[config.mk]
export PLATFORM = sky130hd
export DESIGN_NAME = rti_back
export DESIGN_NICKNAME = d
export VERILOG_FILES = /design/src/hdl/rti_pkg.sv /design/src/hdl/rti_back.sv
export SDC_FILE = /design/constraint.sdc
export NUM_CORES = 2
export LEC_CHECK = 0
export BUFFER_PORTS_ARGS = -buffer_cell sky130_fd_sc_hd__buf_4
export CORE_MARGIN = 1
export CORE_UTILIZATION = 50
export CTS_CLUSTER_SIZE = 8
export DETAILED_ROUTE_END_ITERATION = 8
export PLACE_DENSITY_LB_ADDON = 0.2
export SYNTH_ARGS = -nofsm -noshare
export SYNTH_HDL_FRONTEND = slang
export SYNTH_SLANG_ARGS = --single-unit
[constraint.sdc]
create_clock -name clk -period 19.12 [get_ports clk]
set_clock_uncertainty 0.1 [all_clocks]
set_input_delay 3.824 -clock clk [delete_from_list [all_inputs] [get_ports clk]]
set_output_delay 3.824 -clock clk [all_outputs]
set_load 0.01 [all_outputs]
[src/hdl/rti_pkg.sv]
// Types and constants shared by the ray-triangle intersection pipeline.
`default_nettype none

package rti_pkg;

    localparam int unsigned FRONT_STAGES = 6;
    localparam int unsigned DIV_STEPS    = 33;
    localparam int unsigned BACK_STAGES  = 3;
    localparam int unsigned LATENCY      = FRONT_STAGES + DIV_STEPS + BACK_STAGES;

    typedef struct packed {
        logic [47:0] ray_origin;
        logic [47:0] ray_direction;
        logic [47:0] vertex_a;
        logic [47:0] vertex_b;
        logic [47:0] vertex_c;
    } query_t;

    typedef struct packed {
        logic               hit;
        logic signed [31:0] distance;
        logic [47:0]        hit_point;
    } result_t;

    // One word in flight through the divider.
    typedef struct packed {
        logic [53:0] rem;
        logic [53:0] den;
        logic [32:0] feed;
        logic [32:0] quo;
        logic        neg;
        logic        ovf;
        logic        hit;
        logic [47:0] origin;
        logic [47:0] direction;
    } div_t;

endpackage

`default_nettype wire

[src/hdl/rti_back.sv]
// Rounding and saturation of t, then the hit point.
`default_nettype none

module rti_back
(
    input  wire logic          clk,
    input  wire logic          rst_n,
    input  wire logic          valid_in,
    input  wire rti_pkg::div_t div_in,
    output logic               done,
    output rti_pkg::result_t   result
);

    logic [2:0] valid_reg;

    logic signed [31:0] t1_reg, t2_reg;
    logic signed [31:0] t_next;
    logic               hit1_reg, hit2_reg;
    logic [47:0]        org1_reg, org2_reg, dir1_reg;
    logic signed [47:0] prod_reg [3];

    rti_pkg::result_t result_reg;
    rti_pkg::result_t result_next;

    // Round half away from zero on the extra quotient bit, then clamp.
    always_comb
    begin
        logic [32:0] res;
        res = {1'b0, div_in.quo[32:1]} + 33'(div_in.quo[0]);
        if (div_in.ovf)
        begin
            t_next = div_in.neg ? 32'sh8000_0000 : 32'sh7FFF_FFFF;
        end
        else if (!div_in.neg)
        begin
            t_next = (res > 33'h0_7FFF_FFFF) ? 32'sh7FFF_FFFF : res[31:0];
        end
        else
        begin
            t_next = (res > 33'h0_8000_0000) ? 32'sh8000_0000 : 32'(33'd0 - res);
        end
    end

    always_comb
    begin
        logic signed [49:0] sum;
        logic signed [33:0] c;
        result_next.hit      = hit2_reg;
        result_next.distance = hit2_reg ? t2_reg : '0;
        result_next.hit_point = '0;
        for (int i = 0; i < 3; i++)
        begin
            sum = {{18{org2_reg[16*i+15]}}, org2_reg[16*i +: 16], 16'b0}
                + {{2{prod_reg[i][47]}}, prod_reg[i]} + 50'sd32768;
            c = sum[49:16];
            if (!hit2_reg)
            begin
                result_next.hit_point[16*i +: 16] = '0;
            end
            else if (c > 34'sd32767)
            begin
                result_next.hit_point[16*i +: 16] = 16'h7FFF;
            end
            else if (c < -34'sd32768)
            begin
                result_next.hit_point[16*i +: 16] = 16'h8000;
            end
            else
            begin
                result_next.hit_point[16*i +: 16] = c[15:0];
            end
        end
    end

    always_ff @(posedge clk or negedge rst_n)
    begin
        if (!rst_n)
        begin
            valid_reg <= '0;
        end
        else
        begin
            valid_reg <= {valid_reg[1:0], valid_in};
        end
    end

    always_ff @(posedge clk)
    begin
        t1_reg   <= t_next;
        hit1_reg <= div_in.hit;
        org1_reg <= div_in.origin;
        dir1_reg <= div_in.direction;
        for (int i = 0; i < 3; i++)
        begin
            prod_reg[i] <= signed'(dir1_reg[16*i +: 16]) * t1_reg;
        end
        t2_reg     <= t1_reg;
        hit2_reg   <= hit1_reg;
        org2_reg   <= org1_reg;
        result_reg <= result_next;
    end

    assign done   = valid_reg[2];
    assign result = result_reg;

endmodule

`default_nettype wire

# Word-level counts from Yosys, hierarchy flattened

Memories as Yosys holds them, arrays and structs flattened.
Index checks and enable logic that the tools add are counted.
W data, S select, Z words.

Mux-type cells: 11
Bitwise gates (word level): 1
Reductions and logical operators: 3
Multiply operators: 3
Order comparisons: 8
Add/sub/neg operators: 8

Operators with widths:

| cell                     | number |
|---|---|
| $mux W32                 | 5 |
| $add A49 B17 Y50 const B | 3 |
| $add A32 B48 Y49         | 3 |
| $mul A16 B32 Y48         | 3 |
| $gt A34 B16 Y1 const B   | 3 |
| $lt A34 B16 Y1 const B   | 3 |
| $mux W16                 | 3 |
| $mux W15                 | 3 |
| $add A32 B1 Y33          | 1 |
| $gt A33 B31 Y1 const B   | 1 |
| $gt A33 B32 Y1 const B   | 1 |
| $sub A1 B32 Y32 const A  | 1 |
| $reduce_or A2 Y1         | 3 |
| $not A1 Y1               | 1 |

Bits in registers: 294
Memories: 1
Output and inout bits: 82
Bits in writable memories: 144
Input port bits: 276

Memory list:

| memory   | words | width | read ports | clocked after Yosys merged registers in | write ports | RTL line       | text |
|---|---|---|---|---|---|---|---|
| prod_reg | 3     | 48    | 3          | 0                                       | 3           | rti_back.sv:20 | `logic signed [47:0] prod_reg [3];` |

# Logic depth before layout (Yosys ltp)

An unclocked memory read counts as a cell.

Depth in word-level cells: 6
Depth in mapped cells: 28
Depth with buffers taken out: 26

# Worst setup path after synthesis

OpenSTA, ideal clock, no wires.

Kind: input to register
From: input div_in[99] (netlist bit)
To: register t1_reg[19]
Setup slack: 11.912 ns
Arrival: 7.028 ns
Stages on the path: 15
Path buffers: 2
Cell sequence: ha_1 > ha_1 > clkbuf_1 > and2_1 > or3_1 > a2111oi_2 > nand2b_1 > nand2b_1 > or3_1 > nor3_2 > nand2_1 > nand2_1 > buf_4 > o21ai_0 > a22oi_1

Longest elaborated chain between the ends: 5
Elaborated cells on any way between the ends: 8
Classes of those cells: add/sub (2); order compare (2); mux (4)

Ends and longest elaborated chain:

| what                                          | RTL line                       | text |
|---|---|---|
| from (decl)                                   | rti_back.sv:9                  | `input wire rti_pkg::div_t div_in,` |
| $add A32 B1 Y33 *                             | rti_back.sv:29                 | `res = {1'b0, div_in.quo[32:1]} + 33'(div_in.quo[0]);` |
| $sub A1 B32 Y32, or another cell as far along | rti_back.sv:40                 | `t_next = (res > 33'h0_8000_0000) ? 32'sh8000_0000 : 32'(33'd0 - res);` |
| $mux W32 (on tied branches)                   | rti_back.sv:40, rti_back.sv:36 |  |
| $mux W32 *                                    | rti_back.sv:34                 | `else if (!div_in.neg)` |
| $mux W32 *                                    | rti_back.sv:30                 | `if (div_in.ovf)` |
| net t_next[19]                                | rti_back.sv:17                 | `logic signed [31:0] t_next;` |
| to (signal assigned)                          | rti_back.sv:89                 | `t1_reg <= t_next;` |
| to (decl)                                     | rti_back.sv:16                 | `logic signed [31:0] t1_reg, t2_reg;` |

The timed path passes the listed nets; every way through them passes the cells marked *.
A chain may end at the register's enable or synchronous reset.

==> results by stage <==
Global route:
- The via count of the first global-routing pass is about 53k.
- The fraction of met3 tracks used by global routing is under 10%.
- For this run, the total global-route usage over all layers was measured as 25.7%.
- The number of antenna violations at the first check in global routing is 10.
- The sum of overflow across all layers after global routing is 0.
- The most crowded layer after global routing is met2.
- In the global route stage, met1 resource usage came out at 35.0%.
- The pin count of the biggest net entering global routing is 58.
- The fraction of met2 tracks used by global routing is 41.5%.
- The first global-routing pass estimated 279000 µm of wire.

Setup path:
- The count of buffering cells on the critical path with inverters included is 4.
- The arrival time reported for the critical path endpoint is 8880 ps.
- Traced cell by cell, the critical path runs through buf_4 -> nand2_1 -> fa_1 -> fa_1 -> fa_1 -> fa_1 -> inv_1 -> fa_1 -> inv_1 -> fa_1 -> inv_1 -> ha_1 -> nand4_1 -> a21oi_1 -> a221o_1 -> o211ai_1 -> o21ai_1 -> a21oi_1 -> o21ai_1 -> a211o_1 -> a21oi_1 -> o21bai_1 -> a221oi_1 -> xnor2_1.
- The number of cells on the worst reg-to-reg path is 24.
- The worst setup path startpoint is t1_reg[9]$_DFF_P_.
- The worst setup path is captured at a register.
- The critical path's most frequent cell is sky130_fd_sc_hd__fa_1.
- By startpoint and endpoint, the worst setup path is classified as reg -> reg.
- The endpoint identified for the worst register-to-register timing path is prod_reg[0][137]$_DFF_P_.
- The end point of the critical path is prod_reg[0][137]$_DFF_P_.
- The worst register-to-register path begins at t1_reg[9]$_DFF_P_.
- The largest fanout on the critical path is 37.
- The worst setup path is launched from a register.
- The largest incremental delay on the critical path is 710 ps.
- The worst register-to-register path has a setup slack of about 11000 ps.
- The largest individual stage delay along the critical path comes from the cell sky130_fd_sc_hd__dfxtp_2.
- The critical path depth in cells is 24.
- In this design, the largest share of critical-path delay is due to adder cells.
- The required time at the worst-slack endpoint is 19630 ps.

CTS:
- TritonCTS built the clock tree.
- In this run the post-CTS setup repair buffer count came out at 0.
- After clock tree synthesis, the clock-pin slew on the worst setup and hold paths is approximately 60 ps.
- The insertion delay of the later-clocked pin in the worst-skew pair is 690 ps.
- Buffers inserted to repair hold after CTS numbered 0.
- Counting every sink on the clock net gives 393.
- The largest buffer count on any clock path is 3.
- Clock tree synthesis inserted a total of 58 buffers.
- The root buffer cell chosen for the clock tree is sky130_fd_sc_hd__clkbuf_16.
- The number of instances resized during post-cts repair is 0.
- The total number of H-tree levels is 2.

Final layout:
- The multi-input gate area in the final layout is 52100 µm².
- The layout has 12.2k filler cells.
- The storage element area is 7940 µm².
- The fraction of layout instances using a drive strength above 1 is 5.76%.
- The post-layout net count is 9640.
- The relative area change from synthesis to final layout is 7.00%.
- The final core utilization is 54.1%.
- The register with the most flip-flops in the layout has 99 of them.
- The final cell area excluding filler cells is 72500 µm².
- The final cell count without fillers is just over 9k.

STA:
- The final number of max-transition violations came to 0.
- For the final routed database, the setup TNS stands at 0 ps.
- For this run, the top clock speed supported by timing is between 0.1 and 0.15 GHz.
- The minimum clock period after layout is 8380 ps.
- Setup violations remaining at the end of the flow were counted as 0.
- The number of failing hold endpoints at the final stage is 0.
- The final clock period utilization by the worst path is a little over two fifths.
- The actual slew at the worst max-slew pin is 1190 ps.
- Setup repair after global routing left no endpoint under its margin.
- Measured against its own limit, the worst slew margin works out to 20.5%.

Yosys:
- Sequential elements use a little under an eighth of the synthesized area.
- Synthesis produced 7483 cells.
- A synthesized cell averages 9.05 µm².
- The number of distinct library cells after synthesis is 89.
- When the netlist entered floorplanning its net count stood at 9650.
- The number of enable-type register cells in the synthesized netlist is 0.
- Synthesis inferred 393 register bits.
- The most used flip-flop cell after synthesis is sky130_fd_sc_hd__dfxtp_1.
- Summing every instance area after synthesis gives between 60000 and 70000 µm².
- Of all flip-flops after synthesis, the portion carrying an async set or reset was 0.763%.
- The number of synthesis warnings is 0.

Detailed routing:
- The first detailed-routing pass ran for 6 iterations.
- The ratio of routed vias to standard cells is 5.33.
- The iteration-0 DRC count of the detailed router is 2993.
- For this block, the routed nets add up to 169000 µm of wire.
- Summing over every cut layer, the via total after detailed routing is between 40k and 50k.
- After detailed routing, the number of remaining DRC violations is 0.
- In this run the remaining antenna-violating nets after routing total 0.
- Dividing the detail-routed wire length by the instance count gives 18.3 µm.

Hold path:
- The classification of the worst-slack hold path is reg -> reg.

Place:
- The final estimated routing congestion in global placement is between 0.8 and 0.9.
- The detailed placer's ending HPWL is 127000 µm.
- In this run the cell area measured after placement is about 71000 µm².
- Input and output buffers added on the ports amount to 216.
- The number of placed instances, taps included, is between 9k and 10k.

Die:
- The floorplan step set the die height to ~370 µm.
- The starting density of the core is 50.6%.
- During I/O placement, the number of pins put on the boundary was 358.
- Row generation in the floorplan step produced 134 rows.
- The die is between 300 and 400 µm wide.
- The floorplan step defined a die boundary enclosing 137000 µm².
- The core outline area is 134000 µm².

Flow run:
- Max-cap violations in this run came to 0.

Run status:
- The flow ran to the end, and the final reports show no timing, DRC or antenna violations.
==> Yosys cell counts, types with 55 or more instances <==
library cell | number | area share, %
sky130_fd_sc_hd__fa_1 | 1458 | 43
sky130_fd_sc_hd__a21o_1 | 125 | 1.4
sky130_fd_sc_hd__ha_1 | 433 | 8.0
sky130_fd_sc_hd__xnor2_1 | 145 | 1.9
sky130_fd_sc_hd__nand4_1 | 56 | 0.52
sky130_fd_sc_hd__clkbuf_1 | 348 | 1.9
sky130_fd_sc_hd__nand2_1 | 968 | 5.4
sky130_fd_sc_hd__nand3_1 | 65 | 0.48
sky130_fd_sc_hd__inv_1 | 1686 | 9.3
sky130_fd_sc_hd__nor3_1 | 55 | 0.41
sky130_fd_sc_hd__o21ai_0 | 67 | 0.50
sky130_fd_sc_hd__dfxtp_1 | 390 | 12
sky130_fd_sc_hd__nor2_1 | 220 | 1.2
sky130_fd_sc_hd__a21oi_1 | 180 | 1.3
sky130_fd_sc_hd__and2_1 | 654 | 6.0
sky130_fd_sc_hd__xor2_1 | 80 | 1.0
==> cell usage in the layout, fill, tap and decap left out, drive strengths merged, types with 46 or more instances in the layout <==
cell and n:
a21o 125, a21oi 180, and2 654, buf 291
clkbuf 70, dfxtp 390, fa 1458, ha 433
inv 1689, nand2 969, nand2b 46, nand3 65
nand4 56, nor2 220, nor3 56, o21ai 117
xnor2 145, xor2 80
==> kinds of logic (layout without fill, tap and decap cells) <==
group                    Yosys count  after routing  synth area share (%)
AND/OR/NAND/NOR                 2213           2213                  16.0
buffers and inverters           2052           2058                  11.4
adder cells (fa/ha/maj)         1892           1892                  51.1
AO/OA/AOI/OAI                    701            701                  6.86
flip-flops                       393            393                  11.6
multiplexers                       7              7                 0.109
XOR/XNOR                         225            225                  2.91
other                              0              5                     0
==> worst min-delay path by stage <==
stage               cells after the start                 start  slack (ps)                   end
finish                                  0  org1_reg[23]$_DFF_P_         220  org2_reg[23]$_DFF_P_
global route                            0  org1_reg[47]$_DFF_P_         230  org2_reg[47]$_DFF_P_
CTS                                     0  org1_reg[39]$_DFF_P_         220  org2_reg[39]$_DFF_P_
detailed placement                      0   org1_reg[2]$_DFF_P_         210   org2_reg[2]$_DFF_P_
global placement                        0  org1_reg[47]$_DFF_P_         210  org2_reg[47]$_DFF_P_
floorplan                               0      hit1_reg$_DFF_P_         210      hit2_reg$_DFF_P_
==> stage by stage <==
stage / hold slack [ps] / setup WS (ps)
floorplan: 210 / 11910
global placement: 214 / 10930
detailed placement: 212 / 10850
CTS: 223 / 10810
global route: 229 / 10380
finish: 219 / 10740
==> area by class of cell <==
type | instances | share of cell area [%]
Inverter | 1691 | 8.76
Sequential cell | 393 | 11.0
Antenna cell | 5 | 0.0173
Clock buffer | 70 | 2.18
Clock inverter | 6 | 0.0898
Tap cell | 1768 | 3.05
Timing Repair Buffer | 291 | 3.01
Multi-Input combinational cell | 5038 | 71.9
==> layer usage <==
layer  up-vias  share of wire (%)
met4         8                3.3
met3       325                7.6
met1     25137                 43
met5         -              0.039
li1      22333                  -
met2      1577                 46
Power is not shown: default switching activity piles up to over one toggle a cycle in this logic, so the estimate is an artifact.
