<file path="src/hdl/rti_pkg.sv">
// Types and constants shared by the ray-triangle intersection pipeline.
`default_nettype none

package rti_pkg;

    localparam int unsigned FRONT_STAGES = 6;
    localparam int unsigned DIV_STEPS    = 33;
    localparam int unsigned BACK_STAGES  = 3;
    localparam int unsigned LATENCY      = FRONT_STAGES + DIV_STEPS + BACK_STAGES;

    typedef struct packed {
        logic [47:0] ray_origin;
        logic [47:0] ray_direction;
        logic [47:0] vertex_a;
        logic [47:0] vertex_b;
        logic [47:0] vertex_c;
    } query_t;

    typedef struct packed {
        logic               hit;
        logic signed [31:0] distance;
        logic [47:0]        hit_point;
    } result_t;

    // One word in flight through the divider.
    typedef struct packed {
        logic [53:0] rem;
        logic [53:0] den;
        logic [32:0] feed;
        logic [32:0] quo;
        logic        neg;
        logic        ovf;
        logic        hit;
        logic [47:0] origin;
        logic [47:0] direction;
    } div_t;

endpackage

`default_nettype wire

</file>
<file path="src/hdl/rti_div_step.sv">
// One restoring division step: one quotient bit per stage.
`default_nettype none

module rti_div_step
(
    input  wire logic          clk,
    input  wire logic          rst_n,
    input  wire logic          valid_in,
    input  wire rti_pkg::div_t div_in,
    output logic               valid_out,
    output rti_pkg::div_t      div_out
);

    logic          valid_reg;
    rti_pkg::div_t div_reg;
    rti_pkg::div_t div_next;

    always_comb
    begin
        logic [54:0] trial;
        logic        fits;
        trial = {div_in.rem, div_in.feed[32]};
        fits  = trial >= {1'b0, div_in.den};
        div_next      = div_in;
        div_next.rem  = fits ? 54'(trial - {1'b0, div_in.den}) : trial[53:0];
        div_next.feed = {div_in.feed[31:0], 1'b0};
        div_next.quo  = {div_in.quo[31:0], fits};
    end

    always_ff @(posedge clk or negedge rst_n)
    begin
        if (!rst_n)
        begin
            valid_reg <= 1'b0;
        end
        else
        begin
            valid_reg <= valid_in;
        end
    end

    always_ff @(posedge clk)
    begin
        div_reg <= div_next;
    end

    assign valid_out = valid_reg;
    assign div_out   = div_reg;

endmodule

`default_nettype wire

</file>
<file path="config.mk">
export PLATFORM = sky130hd
export DESIGN_NAME = rti_div_step
export DESIGN_NICKNAME = d
export VERILOG_FILES = /design/src/hdl/rti_pkg.sv /design/src/hdl/rti_div_step.sv
export SDC_FILE = /design/constraint.sdc
export NUM_CORES = 1
export LEC_CHECK = 0
export BUFFER_PORTS_ARGS = -buffer_cell sky130_fd_sc_hd__buf_2
export CAP_MARGIN = 20
export CORE_AREA = 5 5 212 214
export DETAILED_ROUTE_END_ITERATION = 16
export DIE_AREA = 0 0 217 219
export PLACE_DENSITY_LB_ADDON = 0.1
export SETUP_SLACK_MARGIN = 0.4
export SLEW_MARGIN = 20
export SYNTH_ARGS = -nofsm -noshare
export SYNTH_HDL_FRONTEND = slang
export SYNTH_SLANG_ARGS = --single-unit
</file>
<file path="constraint.sdc">
create_clock -name clk -period 1.1 [get_ports clk]
set_input_delay 0.22 -clock clk [delete_from_list [all_inputs] [get_ports clk]]
set_output_delay 0.22 -clock clk [all_outputs]
set_load 0.02 [all_outputs]
</file>
# After elaboration in Yosys (flattened, before gate mapping)
# Cells that the tools add are included.
dict set report op_classes {
  n_reduce_logical 0
  eq_ne 0
  div_mod_pow 0
  bitwise_logic 0
  order_cmp 1
  multipliers 0
  mux 1
  add_sub_neg 1
  shifts 0
}
# cell n
set ops {}
lappend ops {{55-bit by 54-bit >= comparator with 1-bit output} 1}
lappend ops {{54-bit 2-to-1 mux} 1}
lappend ops {{54-bit subtractor} 1}
dict set report totals {
  word_cells 13
  ff_bits 273
  out_inout_bits 274
  rom_bits 0
  latchBits 0
  mem_bits_rw 0
  mem_count 0
  input_bits 276
}

# Longest topological paths before layout
# Gate-level depths: netlist (run 1).
dict set report logic_depth {
  depth_word 2
  ltp_mapped 14
  depth_no_buf 12
}

# Least setup slack after synthesis (run 1)
# OpenSTA, ideal clock, no wires.
dict set report synth_path {
  kind {input to register}
  from {in div_in[192] (netlist bit)}
  to {reg div_reg (netlist bit div_out[226])}
  required_time_ps 977
  path_stages 13
  t_arrival_ps 2812
  path_buffers 2
  path_slack_ps -1835
  setup_ps 123
  path_cell_list {inv_1 ha_1 buf_4 nand4_1 or3_1 or3_4 a21oi_4 o211ai_4 a311oi_4 nor2_4 inv_4 buf_6 mux2_1}
}
# item line_no
set synth_lines {}
lappend synth_lines {{start: declaration} rti_div_step.sv:9} ;# input wire rti_pkg::div_t div_in,
lappend synth_lines {{end signal: assignment} rti_div_step.sv:44} ;# div_reg <= div_next;
lappend synth_lines {{end: declaration} rti_div_step.sv:15} ;# rti_pkg::div_t div_reg;

==> run metrics, run 1 <==
global route total overflow=0; residual DRC count=0; hold_buf cts=about 250; internal power=22.85 mW; number of synthesized flops with an enable pin=0; slew margin rel.=between 60% and 70%; die height=about 220 microns; Final Setup Violations=roughly 330; Sw Share=between 20 and 30%; RSZ-0062 raised after global routing=yes; sequential area share after synthesis=55.39%; final instance area=22020 sq um; Antenna Nets Post-Route=0; Final HPWL DP=39940 microns; Netlist cell types=64; WS Path Type=input pin to register; worst-case clock buffer depth=3; Max-Cap Viols=0; combinational power share=28.8%; io pins=550; Die Area=47520 sq um; Cells after Synth=932; Clock Power Share=35.7%; Syn Area/Cell=10.60 sq um; Tot GR Track Use=between 20% and 30%; Yosys Warn Count=0; vias in the first global route=12040; dominant synthesized flop cell=dfxtp_1; Switching Power=9.225 mW; flops & latches, synth=273; GP Congestion=0.9035; fin. max-slew vios=0; Fin Hold WS=-60.06 ps; CP required=1530 ps; clk sinks=273; Flop pwr share=roughly 36%; Final Routed Wirelength=51860 microns; global-route wire length before repair=approximately 74000 microns; Final min period=2432 ps; cell area after synthesis=about 9900 sq um; drt wl/cell=~20 microns; clock slew at reported path FFs=60 ps; crit path DAT=2860 ps; failing checks=hold timing, setup timing; fraction of registers with async set/reset=less than 1%; drt pass-1 iters=5; FP Rows=76; Total Nets Final=about 2400; core footprint=between 40000 and 50000 sq um; commonest non-fill, non-tap cell in the layout=buf_6; port bufs=between 500 and 600; fillers=3893; vias=11110; Crit Path Max Fanout=6; Die Width=217 microns; most frequent cells in the layout=288 x buf_6, 286 x buf_4, 267 x dfxtp_2; area grow syn2layout=123.0%; Pwr Density=1456 nW/um^2; Final period util=221.1%; crit-path most repeated cell=or3_4; CTS H-Tree Depth=2; CP peak stage delay=~420 ps; maximum VDD drop=~1.1 mV; Hold/Removal Path Class=input pin to register; 1st-iter DRT viols=424; TritonCTS buffer count=35; Setup crit end kind=register; Slew @ Worst Pin=between 400 and 500 ps; Setup WS post-layout=-1332 ps; status=finished with violations; Crit-path slowest cell=or3_4; TNS Setup=-96460 ps; cell area after placement=15410 sq um; syn_nets=1263; Critical Path, Cell by Cell=buf_6 > ha_4 > nand4_1 > or3_4 > or3_4 > a21oi_4 > o211ai_4 > a311oi_4 > nor2_4 > clkinv_4 > buf_12 > buf_16 > mux2_4; Fmax achieved=411.2 MHz; Vias/cell=between 4 and 5; layout cells sized above 1=63.44%; largest net degree at the start of global routing=14; CTS root buf=clkbuf_16; CTS tree=done; Util after Layout=51.59%; antenna violations before repair=26; Initial Utilization=23.13%; LEAKAGE=10.44 nW; crit start category=input pin; Fin. Hold Viols=3
power by group through the flow:
| stage | clock network (mW) | logic (mW) | registers, mW |
|---|---|---|---|
| 5_1_grt | 12.2 | 9.83 | 11.5 |
| 4_1_cts | 11.9 | 9.10 | 11.4 |
| 3_5_place_dp | 0 | 6.91 | 11.2 |
| 2_1_floorplan | 0 | 2.35 | 12.3 |
| 3_3_place_gp | 0 | 6.91 | 11.2 |
| 6_report | 11.4 | 9.23 | 11.4 |
worst max-delay path, delay by kind of cell:
family	cells	cell delay, ps
AO/OA/AOI/OAI	3	590
adder cells (fa/ha/maj)	1	260
multiplexers	1	290
AND/OR/NAND/NOR	4	1020
buffers and inverters	4	490
flip-flops by register name (all words and copies together), names as in the netlist:
name	count
div_out	272
valid_out	1
worst paths after layout:
check | startpoint | to | slack (ps) | cells past startpoint
min in group asynchronous | rst_n | valid_out | 560 | 3
max | div_in[248] | div_out[266] | -1330 | 13
min | div_in[236] | div_out[237] | -60 | 2
max in group asynchronous | rst_n | valid_out | 440 | 3
through the flow:
stage | hold WS [ps] | worst slack, ps | instances | power (mW)
3_3_place_gp | -5.201 | -2112 | 2264 | 18.14
3_5_place_dp | -1.646 | -2123 | 2264 | 18.12
4_1_cts | -114.0 | -1299 | 2598 | 32.35
6_report | -60.06 | -1332 | 2608 | 32.07
2_1_floorplan | -75.59 | -1790 | 932 | 14.66
5_1_grt | -80.15 | -1396 | 2604 | 33.53
cell families (layout without fill, tap and decap cells):
logic type | count (synthesis) | after routing | share of synthesized area (%)
mux | 39 | 39 | 4.434
other cells | 1 | 9 | 0.03797
fa+ha+maj | 55 | 55 | 7.044
simple gates | 196 | 196 | 9.870
xor+xnor | 43 | 43 | 3.813
flops | 273 | 273 | 55.39
buf+inv | 114 | 1236 | 4.916
compound gates | 211 | 211 | 14.49
what timing repair did:
| item | CTS | global route |
|---|---|---|
| setup buffers | 19 | 1 |
| setup endpoints to repair | 328 | 328 |
| resized for setup | 912 | 44 |
| hold endpoints to repair | 263 | 7 |
| gates cloned | 2 | 1 |
| pin swaps | 19 | 3 |
Yosys cell counts, types with 3 or more instances:
cell type	n	area [sq um]
mux2_1	33	371.6
or3_1	6	37.54
nand3b_1	3	22.52
nor3_1	17	85.08
dfxtp_1	272	5445
a21oi_1	54	270.3
buf_4	3	22.52
ha_1	54	675.7
nand4_1	21	131.4
clkbuf_1	28	105.1
a211oi_1	9	67.56
xor2_1	21	183.9
o2111ai_1	3	26.28
buf_2	5	25.02
o221ai_1	4	35.03
o21a_1	9	67.56
o21bai_1	13	97.59
o211ai_1	4	30.03
xnor2_1	22	192.7
o21ai_0	36	180.2
o31ai_1	12	90.09
mux2_2	5	56.30
a21o_1	31	232.7
and3_1	11	68.82
nand2_1	44	165.2
a31oi_1	13	81.33
or2_2	4	25.02
nand3_1	29	145.1
a31o_2	4	35.03
buf_6	5	56.30
nor2_1	45	168.9
inv_1	70	262.8
metal layers:
metal | wire (microns) | global-route usage, % | vias to the layer above
met4 | 1960 | 7.668 | 30
met1 | 20510 | 23.28 | 5156
met2 | 25690 | 36.54 | 336
li1 | - | - | 5475
met3 | 3537 | 6.911 | 115
met5 | 168 | 0 | -
final cells by class:
cell class	instances	area, sq um	share of cell area, %
inverter	71	289.0	1.312
clock inverter	16	211.5	0.9601
timing repair buffer	1106	9524	43.24
sequential	273	5823	26.44
tap	546	683.2	3.102
clock buffer	43	935.9	4.249
antenna	8	20.02	0.09089
multi-input combinational	545	4538	20.60
Note: power is estimated with default switching activity, not from simulation.
==> run 2, diff against run 1 <==
Settings changed: ABC_AREA set to 1, CORE_AREA 5 5 212 214 to 5 5 209 211, DIE_AREA 0 0 217 219 to 0 0 214 216.
==> run 2 against run 1 <==
Net effect: the flow finishes with violations (setup timing); sequential cell count stayed put; sequential power hardly changed; highest routed layer unchanged; power is 0.79% higher; area after synthesis is 16% higher; global-route usage is 5.7 points higher; final cell count is 23% higher; maximum frequency is 55% higher; critical endpoint is now div_out[270]; routed wire length is 22% higher; hold slack better by 82 ps; sequential share of layout area is 2.7 points lower; setup slack better by 860 ps; critical path depth stayed put.
==> run metrics, run 2 <==
most numerous cell in the Yosys netlist=nand2_1; most frequent cells in the layout=400 x nand2_1, 293 x buf_6, 292 x inv_1; Pwr Density=1316 nW/um^2 (-9.6%); Die Area=46220 sq um (-2.7%); cell area after placement=17410 sq um (+13%); CP required=1610 ps (+80 ps); top cell type's share of synthesized area=47.42% (-7.7 points); GP Congestion=0.9034 (about the same); Crit-path slowest cell=ha_4; area grow syn2layout=113.9%; die height=216 microns (-1.4%); Yosys top cell by area=dfxtp_1; Non-Filler Instances=3200 (+23%); vias=13630 (+23%); 1st-iter DRT viols=770 (+82%); clk sinks=273 (unchanged); final instance area=24560 sq um (+12%); Antenna Nets Post-Route=0 (unchanged); core footprint=41570 sq um (-2.6%); Total Nets Final=2965 (+25%); layout cells sized above 1=56.85% (-6.6 points); crit start category=input pin; Die Width=214 microns (-1.4%); Initial Utilization=27.62% (+4.5 points); flops & latches, synth=273 (unchanged); Setup WS post-layout=-467.0 ps (+865.0 ps); commonest non-fill, non-tap cell in the layout=nand2_1; FP Rows=75 (-1.3%); Fmax achieved=638.2 MHz (+55%); syn_nets=1888 (+49%); fin. max-slew vios=0 (unchanged); Setup crit end kind=register; port bufs=547 (unchanged); Reg area=5842 sq um (+0.32%); dominant synthesized flop cell=dfxtp_1; Final min period=1567 ps (-865.0 ps); max reg flops=272 (unchanged); CTS H-Tree Depth=1 (-1); io pins=550 (unchanged); drt wl/cell=19.74 microns (-0.73%); Hold/Removal Path Class=input pin to register; TritonCTS buffer count=30 (-14%); Util after Layout=59.09% (+7.5 points); largest net degree at the start of global routing=28 (+14); Commonest cells post-synth=532 x nand2_1, 337 x inv_1, 272 x dfxtp_1; cell area after synthesis=11480 sq um (+16%); CTS root buf=clkbuf_16; Max-Cap Viols=0 (unchanged); Critical Path, Cell by Cell=buf_8 > inv_4 > ha_4 > nand2_4 > nor3_4 > nand4_1 > nor2_4 > nand4_4 > nand3_4 > buf_12 > buf_12 > nand3_4 > nand2_2; placed cells=2846 (+26%); crit path DAT=2070 ps (-790 ps); sequential area share after synthesis=47.64% (-7.8 points); crit path buf inv count=4 (unchanged); global-route wire length before repair=93590 microns (+26%); Vias/cell=4.259 (about the same); maximum VDD drop=1.243 mV (+16%); status=finished with violations; CP peak stage delay=310 ps (-110 ps); antenna violations before repair=7 (-73%); WS Path Type=input pin to register; Cells after Synth=1557 (+67%); Final HPWL DP=49290 microns (+23%); drt pass-1 iters=5 (unchanged); clock slew at reported path FFs=60 ps (about the same); Final Setup Violations=328 (unchanged); Synth area leaders=dfxtp_1 47%, nand2_1 17%, inv_1 11%; area of the multi-input gates=6387 sq um (+41%); Fin. Hold Viols=0 (-3); TNS Setup=-58530 ps (+37930 ps); Syn Area/Cell=7.375 sq um (-30%); Tot GR Track Use=26.41% (+5.7 points); Power, Total=32.32 mW (+0.79%); number of synthesized flops with an enable pin=0 (unchanged); global route total overflow=0 (unchanged); Final period util=142.5% (-79 points); LEAKAGE=12.50 nW (+20%); Final Routed Wirelength=63170 microns (+22%); cell family with most CP delay=simple AND/OR/NAND/NOR gates; Netlist cell types=36 (-44%); residual DRC count=0 (unchanged); worst-case clock buffer depth=3 (unchanged); failing checks=setup timing; Crit Path Max Fanout=7 (+1); fillers=3771 (-3.1%); fraction of registers with async set/reset=0.3663% (unchanged); Yosys Warn Count=0 (unchanged); vias in the first global route=14750 (+23%); CTS tree=done; RSZ-0062 raised after global routing=yes
-- run 2: changes by cell type after synthesis, moves of 16 or more --
cell	previous run	this run
a21o_1	31	1
o21ai_0	36	2
nand3_1	29	65
o21ai_2	0	20
a21oi_1	54	31
mux2_1	33	0
nand4_1	21	37
nand2_1	44	532
clkbuf_1	28	6
nor2_1	45	90
inv_1	70	337
xnor2_1	22	0
-- run 2: path summary, 6_finish.rpt --
kind                             start            to  cells past startpoint
min in group asynchronous        rst_n     valid_out                      3
min                        div_in[164]  div_out[219]                      4
max                        div_in[214]  div_out[270]                     13
max in group asynchronous        rst_n     valid_out                      3
-- run 2: routing by layer --
| metal | global-route usage [%] | routed length, microns | up-vias |
|---|---|---|---|
| li1 | - | - | 6810 |
| met1 | 33.29 | 27130 | 6335 |
| met2 | 47.57 | 31430 | 403 |
| met3 | 4.274 | 3079 | 77 |
| met4 | 6.034 | 1507 | 4 |
| met5 | 0 | 27 | - |
-- run 2: repair_timing --
| action | 4_1_cts | 5_1_grt |
|---|---|---|
| gates cloned | 1 | 3 |
| hold buffers | 258 | 0 |
| setup buffers | 21 | 12 |
| gates resized for setup | 981 | 154 |
| hold endpoints to repair | 257 | 0 |
| pin swaps | 58 | 35 |
| endpoints found under the setup margin | 328 | 328 |
-- run 2: area by class of cell --
cell class	count	area share, %
Multi-Input combinational cell	917	26.00
Timing Repair Buffer	1060	37.73
Clock buffer	43	3.586
Sequential cell	273	23.78
Antenna cell	3	0.03056
Tap cell	539	2.745
Inverter	352	5.475
Clock inverter	13	0.6520
-- run 2: logic make-up (layout without fill, tap and decap cells) --
kind of cell,after synthesis,after routing,synth area share [%]
compound gates,66,66,3.749
flops,273,273,47.64
simple gates,766,766,27.82
fa+ha+maj,55,55,6.059
buf+inv,367,1468,12.49
other cells,1,4,0.03266
xor+xnor,29,29,2.212
-- run 2: tightest hold or removal path: stages --
cell	delay (ps)
buf_2	100
inv_2	70
buf_4	110
o21ai_2	50
-- run 2: per-stage QoR --
stage / hold slack (ps) / worst slack, ps
floorplan: -75.59 / -675.4
global placement: -4.614 / -1184
detailed placement: -3.891 / -1180
CTS: 1.910 / -423.9
global route: 14.41 / -509.1
finish: 21.66 / -467.0
-- run 2: power by group --
part | internal (mW) | switching (mW) | total, mW
logic | 5.17 | 5.23 | 10.4
clock network | 6.28 | 4.28 | 10.6
registers | 10.9 | 0.473 | 11.4
total | 22.3 | 9.98 | 32.3
==> run 3, diff against run 2 <==
Settings changed: GPL_TIMING_DRIVEN set to 0.
Clock period 1.1 ns to 1.3 ns, I/O delays scaled along.
==> run 3 against run 2 <==
Net effect: the flow still finishes with violations (setup timing); core utilization fell by 3.3 points; clock-buffer cell count is 2 higher; sequential cell count stayed put; critical path type unchanged.
==> run metrics, run 3 (synthesis results as in run 2) <==
status=finished with violations; failing checks=setup timing; Die Width=214 microns (unchanged); TNS Setup=-17710 ps (+40820 ps); Fin. Hold Viols=0 (unchanged); Final HPWL DP=46580 microns (-5.5%); Antenna Nets Post-Route=0 (unchanged); vias in the first global route=13950 (-5.4%); CP required=1810 ps (+200 ps); Setup crit end kind=register; Final period util=127.8%; fin. max-slew vios=0 (unchanged); largest net degree at the start of global routing=17 (-39%); layout cells sized above 1=51.47% (-5.4 points); FP Rows=75 (unchanged); crit path DAT=2170 ps (+100 ps); area grow syn2layout=102.1%; CTS H-Tree Depth=1 (unchanged); RSZ-0062 raised after global routing=yes; Fmax achieved=around 600 MHz; Place WS=-1603 ps (-422.8 ps); port bufs=547 (unchanged); Max-Cap Viols=0 (unchanged); max reg flops=272 (unchanged); core footprint=41570 sq um (unchanged); Tot GR Track Use=25.12% (-1.3 points); die height=216 microns (unchanged); crit start category=input pin; GP Congestion=0.9290 (+2.8%); Final Routed Wirelength=60800 microns (-3.8%); Vias/cell=4.296 (+0.88%); drt wl/cell=20.01 microns (+1.3%); io pins=550 (unchanged); most frequent cells in the layout=422 x nand2_1, 291 x inv_1, 282 x buf_6; Initial Utilization=27.62% (unchanged); maximum VDD drop=0.9573 mV (-23%); clk sinks=273 (unchanged); Crit Path Max Fanout=9 (+2); Hold/Removal Path Class=input pin to register; Fin Hold WS=35.60 ps (+13.94 ps); global-route wire length before repair=87860 microns (-6.1%); TritonCTS buffer count=31 (+3.3%); 1st-iter DRT viols=580 (-25%); global route total overflow=0 (unchanged); WS Path Type=input pin to register; drt pass-1 iters=5 (unchanged); worst-case clock buffer depth=3 (unchanged); Pwr Density=1155 nW/um^2 (-12%); Die Area=46220 sq um (unchanged); antenna violations before repair=20 (+13); Setup WS post-layout=-361.2 ps (+105.7 ps); clock slew at reported path FFs=60 ps (about the same); commonest non-fill, non-tap cell in the layout=nand2_1; Total Nets Final=2797 (-5.7%); CTS tree=done; vias=13060 (-4.2%); Final Setup Violations=73 (-78%); CTS root buf=clkbuf_16; Final min period=1661 ps; LEAKAGE=11.65 nW (-6.8%); residual DRC count=0 (unchanged)
[run 3: what timing repair did]
item	4_1_cts	5_1_grt
setup endpoints to repair	328	328
cloned	2	4
pin swaps	24	34
endpoints found under the hold margin	272	0
gates resized for setup	944	151
hold buffers	273	0
buffers inserted	39	11
[run 3: critical path: stages]
cell and delay (ps):
buf_2 100, inv_2 60, ha_4 310, nand2_2 110
nor2_4 110, inv_2 60, nor2_4 100, nand2_4 70
nor2_4 120, nand4_4 190, nand3_4 180, buf_12 180
clkbuf_16 170, nand2_1 50, o21ai_2 50
[run 3: cell type report]
class	count	area (sq um)
Inverter	352	1351
Clock buffer	45	918.4
Multi-Input combinational cell	917	6188
Timing Repair Buffer	876	7850
Buffer	15	212.7
Antenna cell	11	27.53
Tap cell	539	674.4
Sequential cell	273	5831
Fill cell	3846	18360
Clock inverter	11	156.4
[run 3: path summary, 6_finish.rpt]
check                       startpoint           end  slack (ps)  depth (start not counted)
min in group asynchronous        rst_n     valid_out         530                          3
max in group asynchronous        rst_n     valid_out         660                          3
setup / recovery           div_in[198]  div_out[224]        -360                         15
hold / removal             div_in[260]  div_out[261]          40                          3
[run 3: stage by stage]
stage	total power [mW]	utilization (%)	std cells	cell area [sq um]
floorplan	12.82	-	1557	12400
global placement	15.13	38.03	2643	15810
detailed placement	15.13	38.03	2643	15810
CTS	26.61	54.23	3013	22550
global route	28.06	55.81	3036	23200
finish	26.82	55.83	3039	23210
[run 3: per-layer routing]
layer	global-route usage, %	routed length (microns)	vias up
li1	-	-	6493
met1	29.67	24750	6003
met2	42.90	28990	414
met3	7.147	4120	131
met4	10.76	2853	16
met5	0	83	-
[run 3: report_power, final]
part | switching (mW) | total (mW) | leakage [nW] | internal (mW)
Sequential | 0.360 | 9.58 | 2.31 | 9.22
Clock | 3.61 | 9.11 | 0.534 | 5.50
Combinational | 4.28 | 8.12 | 8.80 | 3.85
Total | 8.25 | 26.8 | 11.6 | 18.6
